## config.mk

```make
export PLATFORM = sky130hd
export DESIGN_NAME = websocket_frame_deframer_top
export DESIGN_NICKNAME = d
export VERILOG_FILES = /design/src/hw/rtl/wsd_pkg.sv /design/src/hw/rtl/wsd_parser.sv /design/src/hw/rtl/wsd_out_buf.sv /design/src/hw/rtl/websocket_frame_deframer_top.sv
export SDC_FILE = /design/constraint.sdc
export NUM_CORES = 1
export LEC_CHECK = 0
export BUFFER_PORTS_ARGS = -buffer_cell sky130_fd_sc_hd__buf_2
export CELL_PAD_IN_SITES_DETAIL_PLACEMENT = 2
export CELL_PAD_IN_SITES_GLOBAL_PLACEMENT = 2
export CORE_UTILIZATION = 43
export DETAILED_ROUTE_END_ITERATION = 8
export GPL_ROUTABILITY_DRIVEN = 1
export GPL_TIMING_DRIVEN = 0
export MAX_ROUTING_LAYER = met4
export PLACE_DENSITY = 0.9
export SLEW_MARGIN = 5
export SYNTH_ARGS = -nofsm -noshare
export SYNTH_HDL_FRONTEND = slang
export SYNTH_SLANG_ARGS = --single-unit
```

## constraint.sdc

```tcl
create_clock -name clk_i -period 9.87 [get_ports clk_i]
set_input_delay 1.974 -clock clk_i [delete_from_list [all_inputs] [get_ports clk_i]]
set_output_delay 1.974 -clock clk_i [all_outputs]
set_load 0.005 [all_outputs]
```

## src/hw/rtl/wsd_pkg.sv

```systemverilog
// shared types and constants for the websocket frame deframer
package wsd_pkg;

  localparam int unsigned ByteW   = 8;
  localparam int unsigned LenW    = 64;
  localparam int unsigned KeyW    = 32;
  localparam int unsigned ExtCntW = 4;

  localparam logic [3:0] OPCODE_CLOSE = 4'h8;
  localparam logic [6:0] LEN_CODE_16  = 7'd126;
  localparam logic [6:0] LEN_CODE_64  = 7'd127;
  localparam logic [ExtCntW-1:0] EXT_BYTES_16 = 4'd2;
  localparam logic [ExtCntW-1:0] EXT_BYTES_64 = 4'd8;
  localparam logic [2:0] KEY_BYTES = 3'd4;
  localparam int unsigned MASK_BIT_POS = 7;

  typedef enum logic [4:0] {
    PH_HDR0    = 5'b00001,
    PH_HDR1    = 5'b00010,
    PH_EXT     = 5'b00100,
    PH_MASK    = 5'b01000,
    PH_PAYLOAD = 5'b10000
  } phase_e;

  typedef enum logic [1:0] {
    KIND_BYTE  = 2'd0,
    KIND_EMPTY = 2'd1,
    KIND_CLOSE = 2'd2
  } kind_e;

  typedef struct packed {
    logic [ByteW-1:0] payload_byte;
    kind_e            kind;
    logic             last;
    logic             unmasked_frame;
  } res_t;

endpackage

```

## src/hw/rtl/wsd_parser.sv

```systemverilog
// frame header state machine and payload unmasking, one byte per accepted item
module wsd_parser (
  input  logic                     clk_i,
  input  logic                     rst_ni,
  input  logic                     accept_i,
  input  logic [wsd_pkg::ByteW-1:0] byte_i,
  output logic                     res_valid_o,
  output wsd_pkg::res_t            res_o
);

  wsd_pkg::phase_e                  phase_q, phase_d;
  logic [wsd_pkg::ExtCntW-1:0]      ext_left_q, ext_left_d;
  logic [wsd_pkg::LenW-1:0]         rem_len_q, rem_len_d;
  logic [wsd_pkg::KeyW-1:0]         mask_key_q, mask_key_d;
  logic [2:0]                       key_seen_q, key_seen_d;
  logic [1:0]                       key_idx_q, key_idx_d;
  logic                             close_q, close_d;
  logic                             unmasked_q, unmasked_d;

  logic [6:0]                       len7;
  logic [2:0]                       key_seen_inc;
  logic [wsd_pkg::LenW-1:0]         rem_dec;
  logic [wsd_pkg::ByteW-1:0]        key_byte;

  assign len7         = byte_i[6:0];
  assign key_seen_inc = key_seen_q + 3'd1;
  assign rem_dec      = rem_len_q - {{(wsd_pkg::LenW-1){1'b0}}, 1'b1};
  // key byte 0 is the first received, so it sits in the top byte
  assign key_byte     = mask_key_q[{~key_idx_q, 3'b000} +: 8];

  always_comb begin
    phase_d     = phase_q;
    ext_left_d  = ext_left_q;
    rem_len_d   = rem_len_q;
    mask_key_d  = mask_key_q;
    key_seen_d  = key_seen_q;
    key_idx_d   = key_idx_q;
    close_d     = close_q;
    unmasked_d  = unmasked_q;
    res_valid_o = 1'b0;
    res_o       = '0;
    if (accept_i) begin
      case (phase_q)
        wsd_pkg::PH_HDR0: begin
          close_d = (byte_i[3:0] == wsd_pkg::OPCODE_CLOSE);
          phase_d = wsd_pkg::PH_HDR1;
        end
        wsd_pkg::PH_HDR1: begin
          unmasked_d = ~byte_i[wsd_pkg::MASK_BIT_POS];
          mask_key_d = '0;
          key_seen_d = '0;
          key_idx_d  = '0;
          rem_len_d  = '0;
          if (len7 == wsd_pkg::LEN_CODE_16) begin
            ext_left_d = wsd_pkg::EXT_BYTES_16;
            phase_d    = wsd_pkg::PH_EXT;
          end else if (len7 == wsd_pkg::LEN_CODE_64) begin
            ext_left_d = wsd_pkg::EXT_BYTES_64;
            phase_d    = wsd_pkg::PH_EXT;
          end else begin
            ext_left_d = '0;
            rem_len_d  = {{(wsd_pkg::LenW-7){1'b0}}, len7};
            phase_d    = wsd_pkg::PH_MASK;
          end
          if (close_q) begin
            res_valid_o          = 1'b1;
            res_o.kind           = wsd_pkg::KIND_CLOSE;
            res_o.last           = 1'b1;
            res_o.unmasked_frame = ~byte_i[wsd_pkg::MASK_BIT_POS];
          end
        end
        wsd_pkg::PH_EXT: begin
          rem_len_d  = {rem_len_q[wsd_pkg::LenW-9:0], byte_i};
          ext_left_d = ext_left_q - 4'd1;
          if (ext_left_q == 4'd1) begin
            phase_d = wsd_pkg::PH_MASK;
          end
        end
        wsd_pkg::PH_MASK: begin
          mask_key_d = {mask_key_q[wsd_pkg::KeyW-9:0], byte_i};
          if (key_seen_inc < wsd_pkg::KEY_BYTES) begin
            key_seen_d = key_seen_inc;
          end else begin
            key_seen_d = '0;
            key_idx_d  = '0;
            if (rem_len_q != '0) begin
              phase_d = wsd_pkg::PH_PAYLOAD;
            end else begin
              phase_d = wsd_pkg::PH_HDR0;
              if (!close_q) begin
                res_valid_o          = 1'b1;
                res_o.kind           = wsd_pkg::KIND_EMPTY;
                res_o.last           = 1'b1;
                res_o.unmasked_frame = unmasked_q;
              end
            end
          end
        end
        wsd_pkg::PH_PAYLOAD: begin
          rem_len_d = rem_dec;
          key_idx_d = key_idx_q + 2'd1;
          if (rem_dec == '0) begin
            phase_d = wsd_pkg::PH_HDR0;
          end
          // a close frame's body is swallowed
          if (!close_q) begin
            res_valid_o          = 1'b1;
            res_o.payload_byte   = byte_i ^ key_byte;
            res_o.kind           = wsd_pkg::KIND_BYTE;
            res_o.last           = (rem_dec == '0);
            res_o.unmasked_frame = unmasked_q;
          end
        end
        default: begin
          close_d = (byte_i[3:0] == wsd_pkg::OPCODE_CLOSE);
          phase_d = wsd_pkg::PH_HDR1;
        end
      endcase
    end
  end

  always_ff @(posedge clk_i or negedge rst_ni) begin
    if (!rst_ni) begin
      phase_q    <= wsd_pkg::PH_HDR0;
      ext_left_q <= '0;
      rem_len_q  <= '0;
      mask_key_q <= '0;
      key_seen_q <= '0;
      key_idx_q  <= '0;
      close_q    <= 1'b0;
      unmasked_q <= 1'b0;
    end else begin
      phase_q    <= phase_d;
      ext_left_q <= ext_left_d;
      rem_len_q  <= rem_len_d;
      mask_key_q <= mask_key_d;
      key_seen_q <= key_seen_d;
      key_idx_q  <= key_idx_d;
      close_q    <= close_d;
      unmasked_q <= unmasked_d;
    end
  end

  a_ctrl_result_last: assert property (@(posedge clk_i) disable iff (!rst_ni)
    res_valid_o && (res_o.kind != wsd_pkg::KIND_BYTE) |->
      res_o.last && (res_o.payload_byte == '0))
    else $error("empty or close result must be last and carry no byte");

  a_ext_count_live: assert property (@(posedge clk_i) disable iff (!rst_ni)
    accept_i && (phase_q == wsd_pkg::PH_EXT) |-> (ext_left_q != '0))
    else $error("extended length byte with no count left");

  a_payload_len_live: assert property (@(posedge clk_i) disable iff (!rst_ni)
    accept_i && (phase_q == wsd_pkg::PH_PAYLOAD) |-> (rem_len_q != '0))
    else $error("payload byte with zero length left");

  a_close_silent: assert property (@(posedge clk_i) disable iff (!rst_ni)
    res_valid_o && close_q && (phase_q != wsd_pkg::PH_HDR1) |-> 1'b0)
    else $error("close frame produced a result past its header");

endmodule

```

## src/hw/rtl/wsd_out_buf.sv

```systemverilog
// result register with one skid entry so the input keeps flowing under stall
module wsd_out_buf (
  input  logic          clk_i,
  input  logic          rst_ni,
  input  logic          push_i,
  input  wsd_pkg::res_t res_i,
  output logic          full_o,
  output logic          out_valid_o,
  input  logic          out_stall_i,
  output wsd_pkg::res_t out_res_o
);

  logic          out_valid_q, out_valid_d;
  logic          skid_valid_q, skid_valid_d;
  wsd_pkg::res_t out_res_q, out_res_d;
  wsd_pkg::res_t skid_res_q, skid_res_d;
  logic          pop;

  assign pop         = out_valid_q & ~out_stall_i;
  assign full_o      = skid_valid_q;
  assign out_valid_o = out_valid_q;
  assign out_res_o   = out_res_q;

  always_comb begin
    out_valid_d  = out_valid_q;
    skid_valid_d = skid_valid_q;
    out_res_d    = out_res_q;
    skid_res_d   = skid_res_q;
    if (skid_valid_q) begin
      if (pop) begin
        out_res_d    = skid_res_q;
        skid_valid_d = 1'b0;
      end
    end else if (push_i) begin
      if (!out_valid_q || pop) begin
        out_res_d   = res_i;
        out_valid_d = 1'b1;
      end else begin
        skid_res_d   = res_i;
        skid_valid_d = 1'b1;
      end
    end else if (pop) begin
      out_valid_d = 1'b0;
    end
  end

  always_ff @(posedge clk_i or negedge rst_ni) begin
    if (!rst_ni) begin
      out_valid_q  <= 1'b0;
      skid_valid_q <= 1'b0;
    end else begin
      out_valid_q  <= out_valid_d;
      skid_valid_q <= skid_valid_d;
    end
  end

  always_ff @(posedge clk_i) begin
    out_res_q  <= out_res_d;
    skid_res_q <= skid_res_d;
  end

  a_skid_behind_out: assert property (@(posedge clk_i) disable iff (!rst_ni)
    skid_valid_q |-> out_valid_q)
    else $error("skid entry held with the result register empty");

  a_no_push_when_full: assert property (@(posedge clk_i) disable iff (!rst_ni)
    push_i |-> !skid_valid_q)
    else $error("result pushed while skid entry occupied");

  a_skid_kept: assert property (@(posedge clk_i) disable iff (!rst_ni)
    skid_valid_q && out_stall_i |=> skid_valid_q && $stable(skid_res_q))
    else $error("skid entry lost under stall");

endmodule

```

## src/hw/rtl/websocket_frame_deframer_top.sv

```systemverilog
// websocket frame deframer top level: byte stream in, unmasked payload items out
// Takes one stream byte per clock while in_stall_o is low and, with at most one
// result per byte, places each result in the output register, or in the one-entry
// skid stage behind it when the output register holds a stalled result. That skid
// stage lets the input keep taking a byte per cycle while a result waits; in_stall_o
// rises only once that skid entry is occupied, i.e. after the consumer has held
// out_stall_i for a result and a second one has arrived. The frame parser works on
// each byte in the cycle it is taken (64-bit length decrement and compare set the path).
module websocket_frame_deframer_top (
  input  logic       clk_i,
  input  logic       rst_ni,
  input  logic       in_valid_i,
  output logic       in_stall_o,
  input  logic [7:0] stream_byte_i,
  output logic       out_valid_o,
  input  logic       out_stall_i,
  output logic [7:0] payload_byte_o,
  output logic [1:0] kind_o,
  output logic       last_o,
  output logic       unmasked_frame_o
);

  logic          accept;
  logic          res_valid;
  logic          buf_full;
  wsd_pkg::res_t res;
  wsd_pkg::res_t out_res;

  assign in_stall_o = buf_full;
  assign accept     = in_valid_i & ~buf_full;

  wsd_parser u_parser (
    .clk_i       (clk_i),
    .rst_ni      (rst_ni),
    .accept_i    (accept),
    .byte_i      (stream_byte_i),
    .res_valid_o (res_valid),
    .res_o       (res)
  );

  wsd_out_buf u_out_buf (
    .clk_i       (clk_i),
    .rst_ni      (rst_ni),
    .push_i      (res_valid),
    .res_i       (res),
    .full_o      (buf_full),
    .out_valid_o (out_valid_o),
    .out_stall_i (out_stall_i),
    .out_res_o   (out_res)
  );

  assign payload_byte_o   = out_res.payload_byte;
  assign kind_o           = out_res.kind;
  assign last_o           = out_res.last;
  assign unmasked_frame_o = out_res.unmasked_frame;

endmodule

```

# [Word level (Yosys, flattened, before mapping)]
# Index checks and enable logic that the tools add are counted.
[totals] reg_bits=138 output_inout_bits=14
[classes] n_addsub=4 magnitude_cmp=1 n_eq_ne=13 shift=1 muxes=43 n_bitwise=9 n_reduce_logical=22
[ops] operator="case mux 64 bit (3 select lines)" n=1
[ops] operator="two-way mux 12 bit" n=6
[ops] operator="zero test 64 bit" n=1
[ops] operator="two-way mux 64 bit" n=1
[ops] operator="case mux 32 bit (2 select lines)" n=1
[ops] operator="nonzero test 64 bit" n=1
[ops] operator="subtractor 64 x 1 -> 64 bit, second input constant" n=1
[ops] operator="indexed part select 32 x 6 -> 8 bit" n=1
[ops] operator="two-way mux 5 bit" n=5
[ops] operator="two-way mux 4 bit" n=6
[ops] operator="case mux 5 bit (4 select lines)" n=1
[ops] operator="== test 7 bit, second input constant" n=2
[ops] operator="two-way mux 1 bit" n=12
[ops] operator="case mux 4 bit (3 select lines)" n=1
[ops] operator="AND reduction 3 bit" n=4
[ops] operator="AND reduction 2 bit" n=5
[ops] operator="nonzero test 2 bit" n=5
[ops] operator="two-way mux 8 bit" n=1
[ops] operator="case mux 4 bit (2 select lines)" n=1
[ops] operator="bitwise XOR 8 bit" n=1
[ops] operator="two-way mux 7 bit" n=1
[ops] operator="two-way mux 3 bit" n=2
[ops] operator="inequality test 2 x 1 -> 1 bit, second input constant" n=3
[ops] operator="case mux 2 bit (3 select lines)" n=1
[ops] operator="other kinds (22)" n=29

# [Depth between registers and ports, before layout]
# Gate-level depths: netlist of the first run.
[logic_depth] depth_word=9 ltp_mapped=11

# [By module]
# From an unflattened synthesis of the first run, not the netlist that was laid out.
[unflattened] cells_unflattened=912 area_unflattened_um2=8136.6
[by_module_without_submodules] mod="wsd_parser" n_inst=1 cells_each=861 area_per_inst_um2=7111.8 seq_area_each_um2=2778.9
[by_module_without_submodules] mod="wsd_out_buf" n_inst=1 cells_each=50 area_per_inst_um2=1011.0 seq_area_each_um2=770.7
[by_module_without_submodules] mod="websocket_frame_deframer_top" n_inst=1 cells_each=1 area_per_inst_um2=13.8 seq_area_each_um2=0.0

# [Worst setup path before layout of the first run]
# No wires, ideal clock.
[synth_path] kind="register to register" start="reg u_parser.rem_len_q[35] (netlist bit)" end="reg u_out_buf.out_res_q, in the netlist u_out_buf.out_res_o[0], enable pin" setup_ps=385 t_arrival_ps=3603 path_slack_ps=5882 stages_incl_launch_ff=11 synth_period_minus_slack_ps=3988 path_cell_list="dfrtp_1 > clkbuf_1 > or4_1 > or4_1 > clkbuf_1 > nor4_2 > nand4_1 > a22o_1 > a221oi_2 > a21oi_1 > a21oi_1"
[synth_between] elab_chain_cells=7
[synth_lines] item="from (decl)" line_no="wsd_parser.sv:13" rtl="logic [wsd_pkg::LenW-1:0] rem_len_q, rem_len_d;"
[synth_lines] item="from (signal assigned)" line_no="wsd_parser.sv:135" rtl="rem_len_q <= rem_len_d;"
[synth_lines] item="nonzero test 64 bit" line_no="wsd_parser.sv:86" rtl="if (rem_len_q != '0) begin"
[synth_lines] item="two-way mux 1 bit" line_no="wsd_parser.sv:86"
[synth_lines] item="two-way mux 1 bit" line_no="wsd_parser.sv:81" rtl="if (key_seen_inc < wsd_pkg::KEY_BYTES) begin"
[synth_lines] item="case mux 1 bit (3 select lines)" line_no="wsd_parser.sv:43" rtl="case (phase_q)"
[synth_lines] item="two-way mux 1 bit" line_no="wsd_parser.sv:42" rtl="if (accept_i) begin"
[synth_lines] item="nonzero test 2 bit (no line)"
[synth_lines] item="AND reduction 3 bit (no line)"
[synth_lines] item="to (signal assigned)" line_no="wsd_out_buf.sv:58" rtl="out_res_q <= out_res_d;"
[synth_lines] item="to (decl)" line_no="wsd_out_buf.sv:15" rtl="wsd_pkg::res_t out_res_q, out_res_d;"
# No other way between the ends.
# A chain may end at the register's enable or synchronous reset.

# [Worst setup path in the final report of the first run]
[layout_path] start="reg u_parser.rem_len_q[0] (netlist bit)" end="reg u_out_buf.out_res_q, in the netlist u_out_buf.out_res_o[8], enable pin"
# Same word-level chain as after synthesis.

==> out/results.txt, run 1 <==
Status = finished clean
# IOs = 26
Area of the mapped netlist = 8360 um^2
Met1 WL = 15900 um
Die area = 20000 um^2
Final WL = 41400 um
Avg Cell Area, Syn = 8.84 um^2
RSZ-0062 raised after global routing = no
DR vias/cell = 7.36
Area Overhead vs Synth = 12.7%
Post-route cell area = 9420 um^2
Max VDD drop = 0.000145 V
Total negative setup slack = 0 ps
F_max = 176 MHz
Vias in the first global route = 10029
Leakage power figure = 0.00377 uW
Post-CTS setup buffers = 0
Netlist cell types = 69
Inserted Clock Buffers = 17
Initial antenna violation count = 1
First-pass GRT wire length = 62600 um
Clk pin slew, worst setup/hold paths = 70 ps
Cell count after synthesis = 945
Critical Path End Type = register
Max Root-Sink Buffers = 2
Worst rel slew slack = 7.74%
H-tree level count = 4
Antenna-violating nets left = 0
Yosys top cell area share = 33.5%
CP max FO = 12
Drt wl/cell = 32.7 um
CTS tree = yes
Min Tclk post-route = 5690 ps
Placeable Area = 18900 um^2
Synth top area cells = dfrtp_1, edfxtp_1, o21ai_0
Largest net degree at the start of global routing = 60
Crit Path Class = reg -> reg
Hold_buf cts = 0
RePlAce Congestion = 0.964
Clk_lat worst skew = 460 ps
Seq/Total Area, Yosys = 42.5%
Post-Syn Nets = 962
Layout cells sized above 1 = 8.57%
Maxcap violations = 0
DR WL met2 = 19000 um
Final setup viols = 0
Placed inst area = 8840 um^2
Gr ovfl total = 0
Critical Path Source Type = register
PwrDens = 235 nW/um^2
Worst Clk Skew = 13.8 ps
Drt initial violations = 952
Remaining DRCs = 0
Hold Crit Class = reg -> reg
Actual slew at the worst max-slew pin = 1370 ps
Post-synth ARST share = 82.5%
Ys flop type = dfrtp_1
Count of pins over their slew limit = 0
WL met3 = 3780 um
Number of flops mapped to enable cells by yosys = 24
Warnings from Yosys = 0
Tcrit/Tclk final = 57.7%
Clock Sinks = 137
WP data arrival = 5770 ps
Nets = 1007
Chip height = 141 um
Root Driver = clkbuf_16
Final hold violation count = 0
Seq cells post-synth = 137
Max layer used = met4
Req. time, crit path = 9950 ps
Area leader, netlist = dfrtp_1
Pre-Repair DR Iteration Count = 5
Post_cts resized = 0
Total Routing Usage GR = 44.0%
Post-DP HPWL = 27000 um
Die width = 141 um
Initial Util = 44.2%
Via count = 9305
Port Buffer Count = 25
Site row count = 50
worst paths after layout:
path | start | to | slack, ps | cells past startpoint
max | u_parser.rem_len_q[0] | u_out_buf.out_res_o[8] | 4180 | 10
min | u_parser.mask_key_q[26] | u_parser.mask_key_q[26] | 520 | 1
max reg2reg | u_parser.rem_len_q[0] | u_out_buf.out_res_o[8] | 4180 | 10
min reg2reg | u_parser.mask_key_q[26] | u_parser.mask_key_q[26] | 520 | 1
max in group asynchronous | rst_ni | u_parser.rem_len_q[26] | 7630 | 2
min in group asynchronous | rst_ni | u_parser.mask_key_q[23] | 1490 | 1
stage by stage:
stage	hold slack (ps)	utilization, %	instances	total power [uW]	setup WS, ps
after detailed placement	497	46.8	1231	1470	4490
after CTS	516	49.9	1263	2170	4320
after global routing	539	49.9	1264	2260	4030
after floorplan	465	-	945	1170	5880
after global placement	485	46.6	1230	1410	4860
final	515	49.9	1264	2210	4180
critical path: stages (launching register included):
cell      delay (ps)
dfrtp_1          470
inv_1            180
ha_1             330
nor4b_1          850
nand2_1          500
nor4_2           790
nand4_1          300
a22o_1           280
a221oi_2         650
a21oi_1          100
a21oi_1          850
metal layers:
layer,up-vias,GRT usage (%)
met5,-,-
met4,0,29.7
met3,231,10.3
met2,620,67.1
met1,4742,51.9
li1,3712,-
cells in the final DEF, fill, tap and decap left out, types with 4 or more instances in the layout:
cell,synthesis,layout
a211oi_1,4,4
a21o_1,16,16
a21oi_1,71,71
a221oi_1,4,4
a22o_1,38,38
a22oi_1,16,16
a31oi_1,9,9
a32oi_1,13,13
and2_1,4,4
and3_1,7,7
and4_1,4,4
buf_1,6,6
buf_2,2,26
buf_6,3,4
clkbuf_1,66,68
clkbuf_16,0,17
dfrtp_1,112,112
edfxtp_1,24,24
ha_1,5,5
inv_1,23,23
mux4_2,8,8
nand2_1,56,56
nand2b_1,5,5
nand3_1,22,22
nand4_1,17,17
nor2_1,76,76
nor3_1,39,39
nor3b_1,4,4
nor4_1,46,46
nor4_2,5,5
nor4b_1,6,6
o21ai_0,113,113
o22ai_1,10,10
o31ai_1,6,6
or3_1,18,18
or4_1,15,15
xnor2_1,24,24
cell usage after synthesis (all sizes together) (4+ instances only):
cell type / number
a31oi: 9
and4: 4
buf: 11
or4: 17
a211oi: 4
nor3b: 4
a32oi: 13
nor3: 40
a21o: 16
nand4: 17
xnor2: 24
and2: 4
nand3: 22
edfxtp: 24
dfrtp: 112
or3: 19
mux4: 8
a22oi: 16
inv: 23
o22ai: 10
a221oi: 5
nor4b: 6
nor2: 76
o31ai: 6
nand2b: 5
ha: 5
nor4: 51
a21oi: 71
o21ai: 115
nand2: 56
and3: 7
clkbuf: 66
a22o: 38
cell families (layout without fill, tap and decap cells):
logic type	Yosys count	after routing	synth area share, %
fa+ha+maj	5	5	0.749
xor+xnor	25	25	2.62
compound gates	326	326	24.8
buf+inv	100	158	4.79
flops	137	137	42.5
mux	9	9	2.28
other cells	0	1	0
simple gates	343	343	22.3
state kept, by name (all words and copies together) (netlist names):
register / count
u_parser.key_idx_q: 2
u_out_buf.skid_res_q: 12
u_parser.unmasked_q: 1
u_out_buf.out_res_o: 12
u_parser.close_q: 1
u_parser.ext_left_q: 4
u_parser.phase_q: 5
u_out_buf.full_o: 1
u_parser.rem_len_q: 64
u_out_buf.out_valid_o: 1
u_parser.mask_key_q: 32
u_parser.key_seen_q: 2
area by class of cell:
class,count,area (um^2)
inverter,23,86.3
fill,2060,9470
tap,260,325
sequential,137,3550
timing repair buffer,26,159
antenna,1,2.50
multi-input combinational,708,4410
clock buffer,19,433
buffer,77,314
clock inverter,13,145
power by group:
group | switching [uW] | internal [uW] | leakage [uW]
sequential | 96.5 | 657 | 0.00174
clock | 293 | 375 | 0.000277
combinational | 572 | 217 | 0.00175
total | 962 | 1250 | 0.00377
Note: power is estimated with default switching activity, not from simulation.
==> inputs of run 2 (changes only) <==
- CORE_UTILIZATION: 43 -> 40
- PLACE_DENSITY: 0.9 -> 0.85
- clock period: 9.87 -> 5.8 ns (I/O delays scaled with it)
==> run 2 against run 1 <==
Final cell count grew 0.71%. Clock skew shrank 5.7 ps. Sequential cell count is the same. Hold slack is essentially flat. Via count shrank 4.9%. Critical path depth is the same. Die area grew 7.4%. Register-to-register slack lost 3700 ps. First-iteration DRC count shrank 14%. Global-route usage shrank 6.4 points. Sequential share of layout area shrank 0.11 points.
==> out/results.txt, run 2 (synthesis results as in run 1) <==
Critical Path End Type = register
Critical Path Source Type = register
Commonest cells after routing, fill and taps aside = o21ai_0, dfrtp_1, nor2_1
Worst hold stages = 1 (unchanged)
Worst stage delay on the critical path = 910 ps (+60 ps)
Fin util = 46.4% (-3.5 points)
Pre-Repair DR Iteration Count = 5 (unchanged)
Fill count = 2225 (+8.0%)
Largest Register = u_parser.rem_len_q
Nets = 1007 (unchanged)
Final WL = 38000 um (-8.1%)
Clk pin slew, worst setup/hold paths = 70 ps (about the same)
Worst Reg-to-Reg Cells = 10 (unchanged)
Count of pins over their slew limit = 0 (unchanged)
Die width = 147 um (+3.6%)
Crit Path Class = reg -> reg
Max layer used = met4
Drt initial violations = 822 (-14%)
Status = finished clean
Hold Crit Class = reg -> reg
Met1 WL = 15900 um (about the same)
Max Root-Sink Buffers = 2 (unchanged)
Largest net degree at the start of global routing = 71 (+18%)
F_max = 189 MHz (+7.7%)
RR Endpoint = u_parser.phase_q[4]
Root Driver = clkbuf_16
Leakage power figure = 0.00379 uW (+0.44%)
CP dominant cell by count = or4_1
WP data arrival = 5590 ps (-180 ps)
Reg area = 3550 um^2 (unchanged)
Crit-path cells = inv_1 -> ha_1 -> nor4b_1 -> nand4_1 -> nor4_1 -> xnor2_1 -> nand3_1 -> or4_1 -> or4_1 -> a21bo_1
Crit Reg-Reg Startpoint = u_parser.rem_len_q[0]
CP top delay family = simple AND/OR/NAND/NOR gates
Diode count = 0 (-1)
Total Routing Usage GR = 37.6% (-6.4 points)
Worst Clk Skew = 8.11 ps (-5.72 ps)
PwrDens = 390 nW/um^2 (+66%)
Post-DP HPWL = 26300 um (-2.8%)
Area Overhead vs Synth = 13.1%
Drt wl/cell = 29.9 um (-8.7%)
CTS tree = yes
Initial Util = 41.0% (-3.2 points)
Initial antenna violation count = 0 (-1)
Hold path endpoint = u_parser.mask_key_q[29]
Clk_lat worst skew = 430 ps (-30 ps)
Total negative setup slack = 0 ps (unchanged)
Gr ovfl total = 0 (unchanged)
H-tree level count = 4 (unchanged)
Maxcap violations = 0 (unchanged)
CP Buf/Inv Count = 1 (unchanged)
Site row count = 52 (+4.0%)
Critical path's slowest cell = nor4_1
DR WL met2 = 17700 um (-6.5%)
Remaining DRCs = 0 (unchanged)
Clock Sinks = 137 (unchanged)
Commonest non-fill, non-tap cell in the layout = o21ai_0
WL met3 = 2940 um (-22%)
Multi-input gate area = 4410 um^2 (about the same)
Vias in the first global route = 9431 (-6.0%)
Max VDD drop = 0.000177 V (+22%)
Placeable Area = 20400 um^2 (+7.8%)
Port Buffer Count = 25 (unchanged)
Max reg flops = 64 (unchanged)
Worst rel slew slack = 21.2% (+13 points)
Final hold violation count = 0 (unchanged)
DR vias/cell = 6.95 (-5.5%)
Inserted Clock Buffers = 17 (unchanged)
Via count = 8852 (-4.9%)
Chip height = 147 um (+3.6%)
Antenna-violating nets left = 0 (unchanged)
Tcrit/Tclk final = 91.1% (+33 points)
Min Tclk post-route = 5280 ps (-408 ps)
Req. time, crit path = 6110 ps (-3840 ps)
First-pass GRT wire length = 58900 um (-5.9%)
Die area = 21500 um^2 (+7.4%)
Largest regs = u_parser.rem_len_q x64, u_parser.mask_key_q x32
Post-CTS setup buffers = 0 (unchanged)
RSZ-0062 raised after global routing = no
# IOs = 26 (unchanged)
R2R Setup Slk = 520 ps (-3660 ps)
Final setup viols = 0 (unchanged)
Hold Crit Start = u_parser.mask_key_q[29]
RePlAce Congestion = 0.955 (-0.93%)
CP max FO = 10 (-2)
Actual slew at the worst max-slew pin = 1170 ps (-200 ps)
Layout cells sized above 1 = 8.77% (+0.20 points)
-- run 2: cell types whose count changed in the layout (fill, tap and decap cells not counted) --
cell	change
clkinv_4	+3
clkinvlp_4	-3
clkbuf_1	-2
a21oi_1	-1
a21oi_2	+1
clkinv_1	+1
diode_2	-1
inv_4	-1
inv_6	+1
inv_8	+1
-- run 2: layout make-up --
class / instances / share of cell area [%]
multi-input cells: 708 / 46.7
flip-flops and latches: 137 / 37.6
clock buffers: 17 / 4.50
well taps: 270 / 3.57
plain buffers: 77 / 3.32
clock inverters: 15 / 1.76
repair buffers: 26 / 1.68
inverters: 23 / 0.914
-- run 2: worst max path at each step --
| stage | startpoint | endpoint | depth (start not counted) |
|---|---|---|---|
| global placement | u_parser.rem_len_q[0] | u_out_buf.out_res_o[4] | 10 |
| global route | u_parser.rem_len_q[0] | u_parser.phase_q[4] | 10 |
| finish | u_parser.rem_len_q[0] | u_parser.phase_q[4] | 10 |
| floorplan | u_parser.rem_len_q[35] | u_out_buf.out_res_o[0] | 10 |
| detailed placement | u_parser.rem_len_q[0] | u_out_buf.out_res_o[9] | 10 |
| CTS | u_parser.rem_len_q[0] | u_out_buf.out_res_o[4] | 10 |
-- run 2: routing by layer --
layer	vias up	global-route usage, %
li1	3707	-
met1	4608	47.4
met2	433	58.5
met3	104	7.78
met4	0	16.0
met5	-	-
-- run 2: power breakdown --
| part | switching (uW) | leakage [uW] | internal [uW] |
|---|---|---|---|
| combinational | 909 | 0.00175 | 369 |
| sequential | 150 | 0.00174 | 1120 |
| clock | 498 | 0.000294 | 645 |
-- run 2: what timing repair did --
item                                    4_1_cts  5_1_grt
endpoints found under the setup margin        0        1
resized for setup                             0        1
hold buffers                                  0        0
-- run 2: per-stage QoR --
step           instance area [um^2]  instances  total power (uW)  setup slack [ps]  hold slack (ps)
2_1_floorplan                  8360        945              1990              1810              465
3_3_place_gp                   8820       1240              2400               737              485
3_5_place_dp                   8850       1241              2480               403              495
4_1_cts                        9450       1273              3650               382              515
5_1_grt                        9450       1273              3810               355              532
6_report                       9450       1273              3690               516              515
-- run 2: worst register-to-register path: stages (launching register included) --
cell and delay, ps:
dfrtp_1 480, inv_1 150, ha_1 300, nor4b_1 730, nand4_1 770, nor4_1 910, xnor2_1 330, nand3_1 130
or4_1 570, or4_1 540, a21bo_1 250
==> inputs of run 3 (changes only) <==
- GPL_TIMING_DRIVEN: 0 -> not set
==> run 3 against run 2 <==
Critical path depth unchanged. Sequential cell count unchanged. Clock power hardly changed. Register-to-register slack gained 410 ps. Largest cell class unchanged. Largest power group is now registers.
==> out/results.txt, run 3 (synthesis results as in run 1) <==
Chip height = 147 um (unchanged)
Antenna-violating nets left = 0 (unchanged)
DR vias/cell = 6.92 (-0.52%)
F_max = 205 MHz (+8.5%)
Count of pins over their slew limit = 0 (unchanged)
Layout cells sized above 1 = 10.6% (+1.8 points)
Vias in the first global route = 8895 (-5.7%)
Pre-Repair DR Iteration Count = 5 (unchanged)
Max reg flops = 64 (unchanged)
Critical Path Source Type = register
Remaining DRCs = 0 (unchanged)
Commonest non-fill, non-tap cell in the layout = o21ai_0
RR Endpoint = u_parser.phase_q[4]
Total Routing Usage GR = 33.3% (-4.3 points)
WL met3 = 2080 um (-29%)
Initial Util = 41.0% (unchanged)
CP max FO = 8 (-2)
Min Tclk post-route = 4870 ps (-415 ps)
Gr ovfl total = 0 (unchanged)
Final WL = 33700 um (-11%)
Final hold violation count = 0 (unchanged)
Port Buffer Count = 25 (unchanged)
Commonest cells after routing, fill and taps aside = o21ai_0, dfrtp_1, nor2_1
Die width = 147 um (unchanged)
Largest regs = u_parser.rem_len_q x64, u_parser.mask_key_q x32
Final setup viols = 0 (unchanged)
Hold_buf cts = 0 (unchanged)
RePlAce Congestion = 0.911 (-4.6%)
Actual slew at the worst max-slew pin = 1200 ps (+36.5 ps)
Req. time, crit path = 6130 ps (+20 ps)
H-tree level count = 4 (unchanged)
Crit Path Class = reg -> reg
PwrDens = 384 nW/um^2 (-1.6%)
Worst hold stages = 1 (unchanged)
CTS tree = yes
Status = finished clean
Nets = 942 (-6.5%)
DR WL met2 = 16100 um (-9.1%)
Fin util = 45.3% (-1.1 points)
Hold path endpoint = u_parser.key_seen_q[0]
Post-DP HPWL = 21700 um (-18%)
Root Driver = clkbuf_16
Site row count = 52 (unchanged)
Via count = 8356 (-5.6%)
Max Root-Sink Buffers = 2 (unchanged)
Worst Reg-to-Reg Cells = 10 (unchanged)
Clk pin slew, worst setup/hold paths = 80 ps (about the same)
# IOs = 26 (unchanged)
Inserted Clock Buffers = 17 (unchanged)
First-pass GRT wire length = 53500 um (-9.2%)
Die area = 21500 um^2 (unchanged)
Clk_lat worst skew = 440 ps (about the same)
RSZ-0062 raised after global routing = no
Max VDD drop = 0.000222 V (+26%)
Post_cts resized = 0 (unchanged)
Worst rel slew slack = 19.6% (-1.6 points)
Drt initial violations = 603 (-27%)
Crit Reg-Reg Startpoint = u_parser.rem_len_q[0]
Largest net degree at the start of global routing = 102 (+44%)
WP data arrival = 5200 ps (-390 ps)
Worst Clk Skew = 13.6 ps (+5.51 ps)
Placeable Area = 20400 um^2 (unchanged)
Total negative setup slack = 0 ps (unchanged)
Leakage power figure = 0.00372 uW (-1.8%)
Hold Crit Class = reg -> reg
Post-CTS setup buffers = 0 (unchanged)
Clock Sinks = 137 (unchanged)
Critical Path End Type = register
Tcrit/Tclk final = 84.0% (-7.2 points)
Met1 WL = 14400 um (-9.0%)
Drt wl/cell = 27.9 um (-6.7%)
Initial antenna violation count = 0 (unchanged)
Diode count = 0 (unchanged)
Largest Register = u_parser.rem_len_q
Max layer used = met4
Hold Crit Start = u_parser.key_seen_q[0]
R2R Setup Slk = 930 ps (+410 ps)
Area Overhead vs Synth = 10.4%
Maxcap violations = 0 (unchanged)
[run 3: how the worst max path moves through the flow]
stage               slack [ps]              startpoint                     end  cells past startpoint
floorplan                 1810  u_parser.rem_len_q[35]  u_out_buf.out_res_o[0]                     10
global placement          1490   u_parser.rem_len_q[0]     u_parser.phase_q[4]                     10
detailed placement        1230   u_parser.rem_len_q[0]     u_parser.phase_q[4]                     10
CTS                       1110   u_parser.rem_len_q[0]     u_parser.phase_q[4]                     10
global route               810   u_parser.rem_len_q[0]     u_parser.phase_q[4]                     10
finish                     930   u_parser.rem_len_q[0]     u_parser.phase_q[4]                     10
[run 3: power by group]
group	total (uW)	switching (uW)	internal, uW
Sequential	1330	213	1120
Combinational	1110	759	349
Clock	1110	531	576
Total	3540	1500	2040
[run 3: worst max-delay path, cell delays in order (launching register included)]
cell and delay [ps]:
dfrtp_1 460, inv_1 150, ha_1 300, or4b_2 750, nor4_2 800, nand3_1 500
nor4_1 650, xnor2_1 240, nand3_1 100, or4_1 580, a21bo_1 220
[run 3: cell type report]
cell class / instances / area [um^2]
timing repair buffer: 38 / 225
clock buffer: 17 / 425
multi-input combinational: 708 / 4450
tap: 270 / 338
clock inverter: 15 / 154
fill: 2171 / 11100
sequential: 137 / 3550
inverter: 23 / 86.3
[run 3: layer usage]
layer | up-vias | GRT usage, %
li1 | 3587 | -
met1 | 4373 | 43.1
met2 | 311 | 51.6
met3 | 85 | 6.63
met4 | 0 | 12.3
met5 | - | -
[run 3: metrics by stage]
step | instance area, um^2 | power, uW | cells | hold WS, ps | setup WS, ps
2_1_floorplan | 8360 | 1990 | 945 | 465 | 1810
3_3_place_gp | 8650 | 2310 | 1176 | 484 | 1490
3_5_place_dp | 8650 | 2390 | 1176 | 493 | 1230
4_1_cts | 9230 | 3530 | 1208 | 511 | 1110
5_1_grt | 9230 | 3690 | 1208 | 525 | 808
6_report | 9230 | 3540 | 1208 | 514 | 930
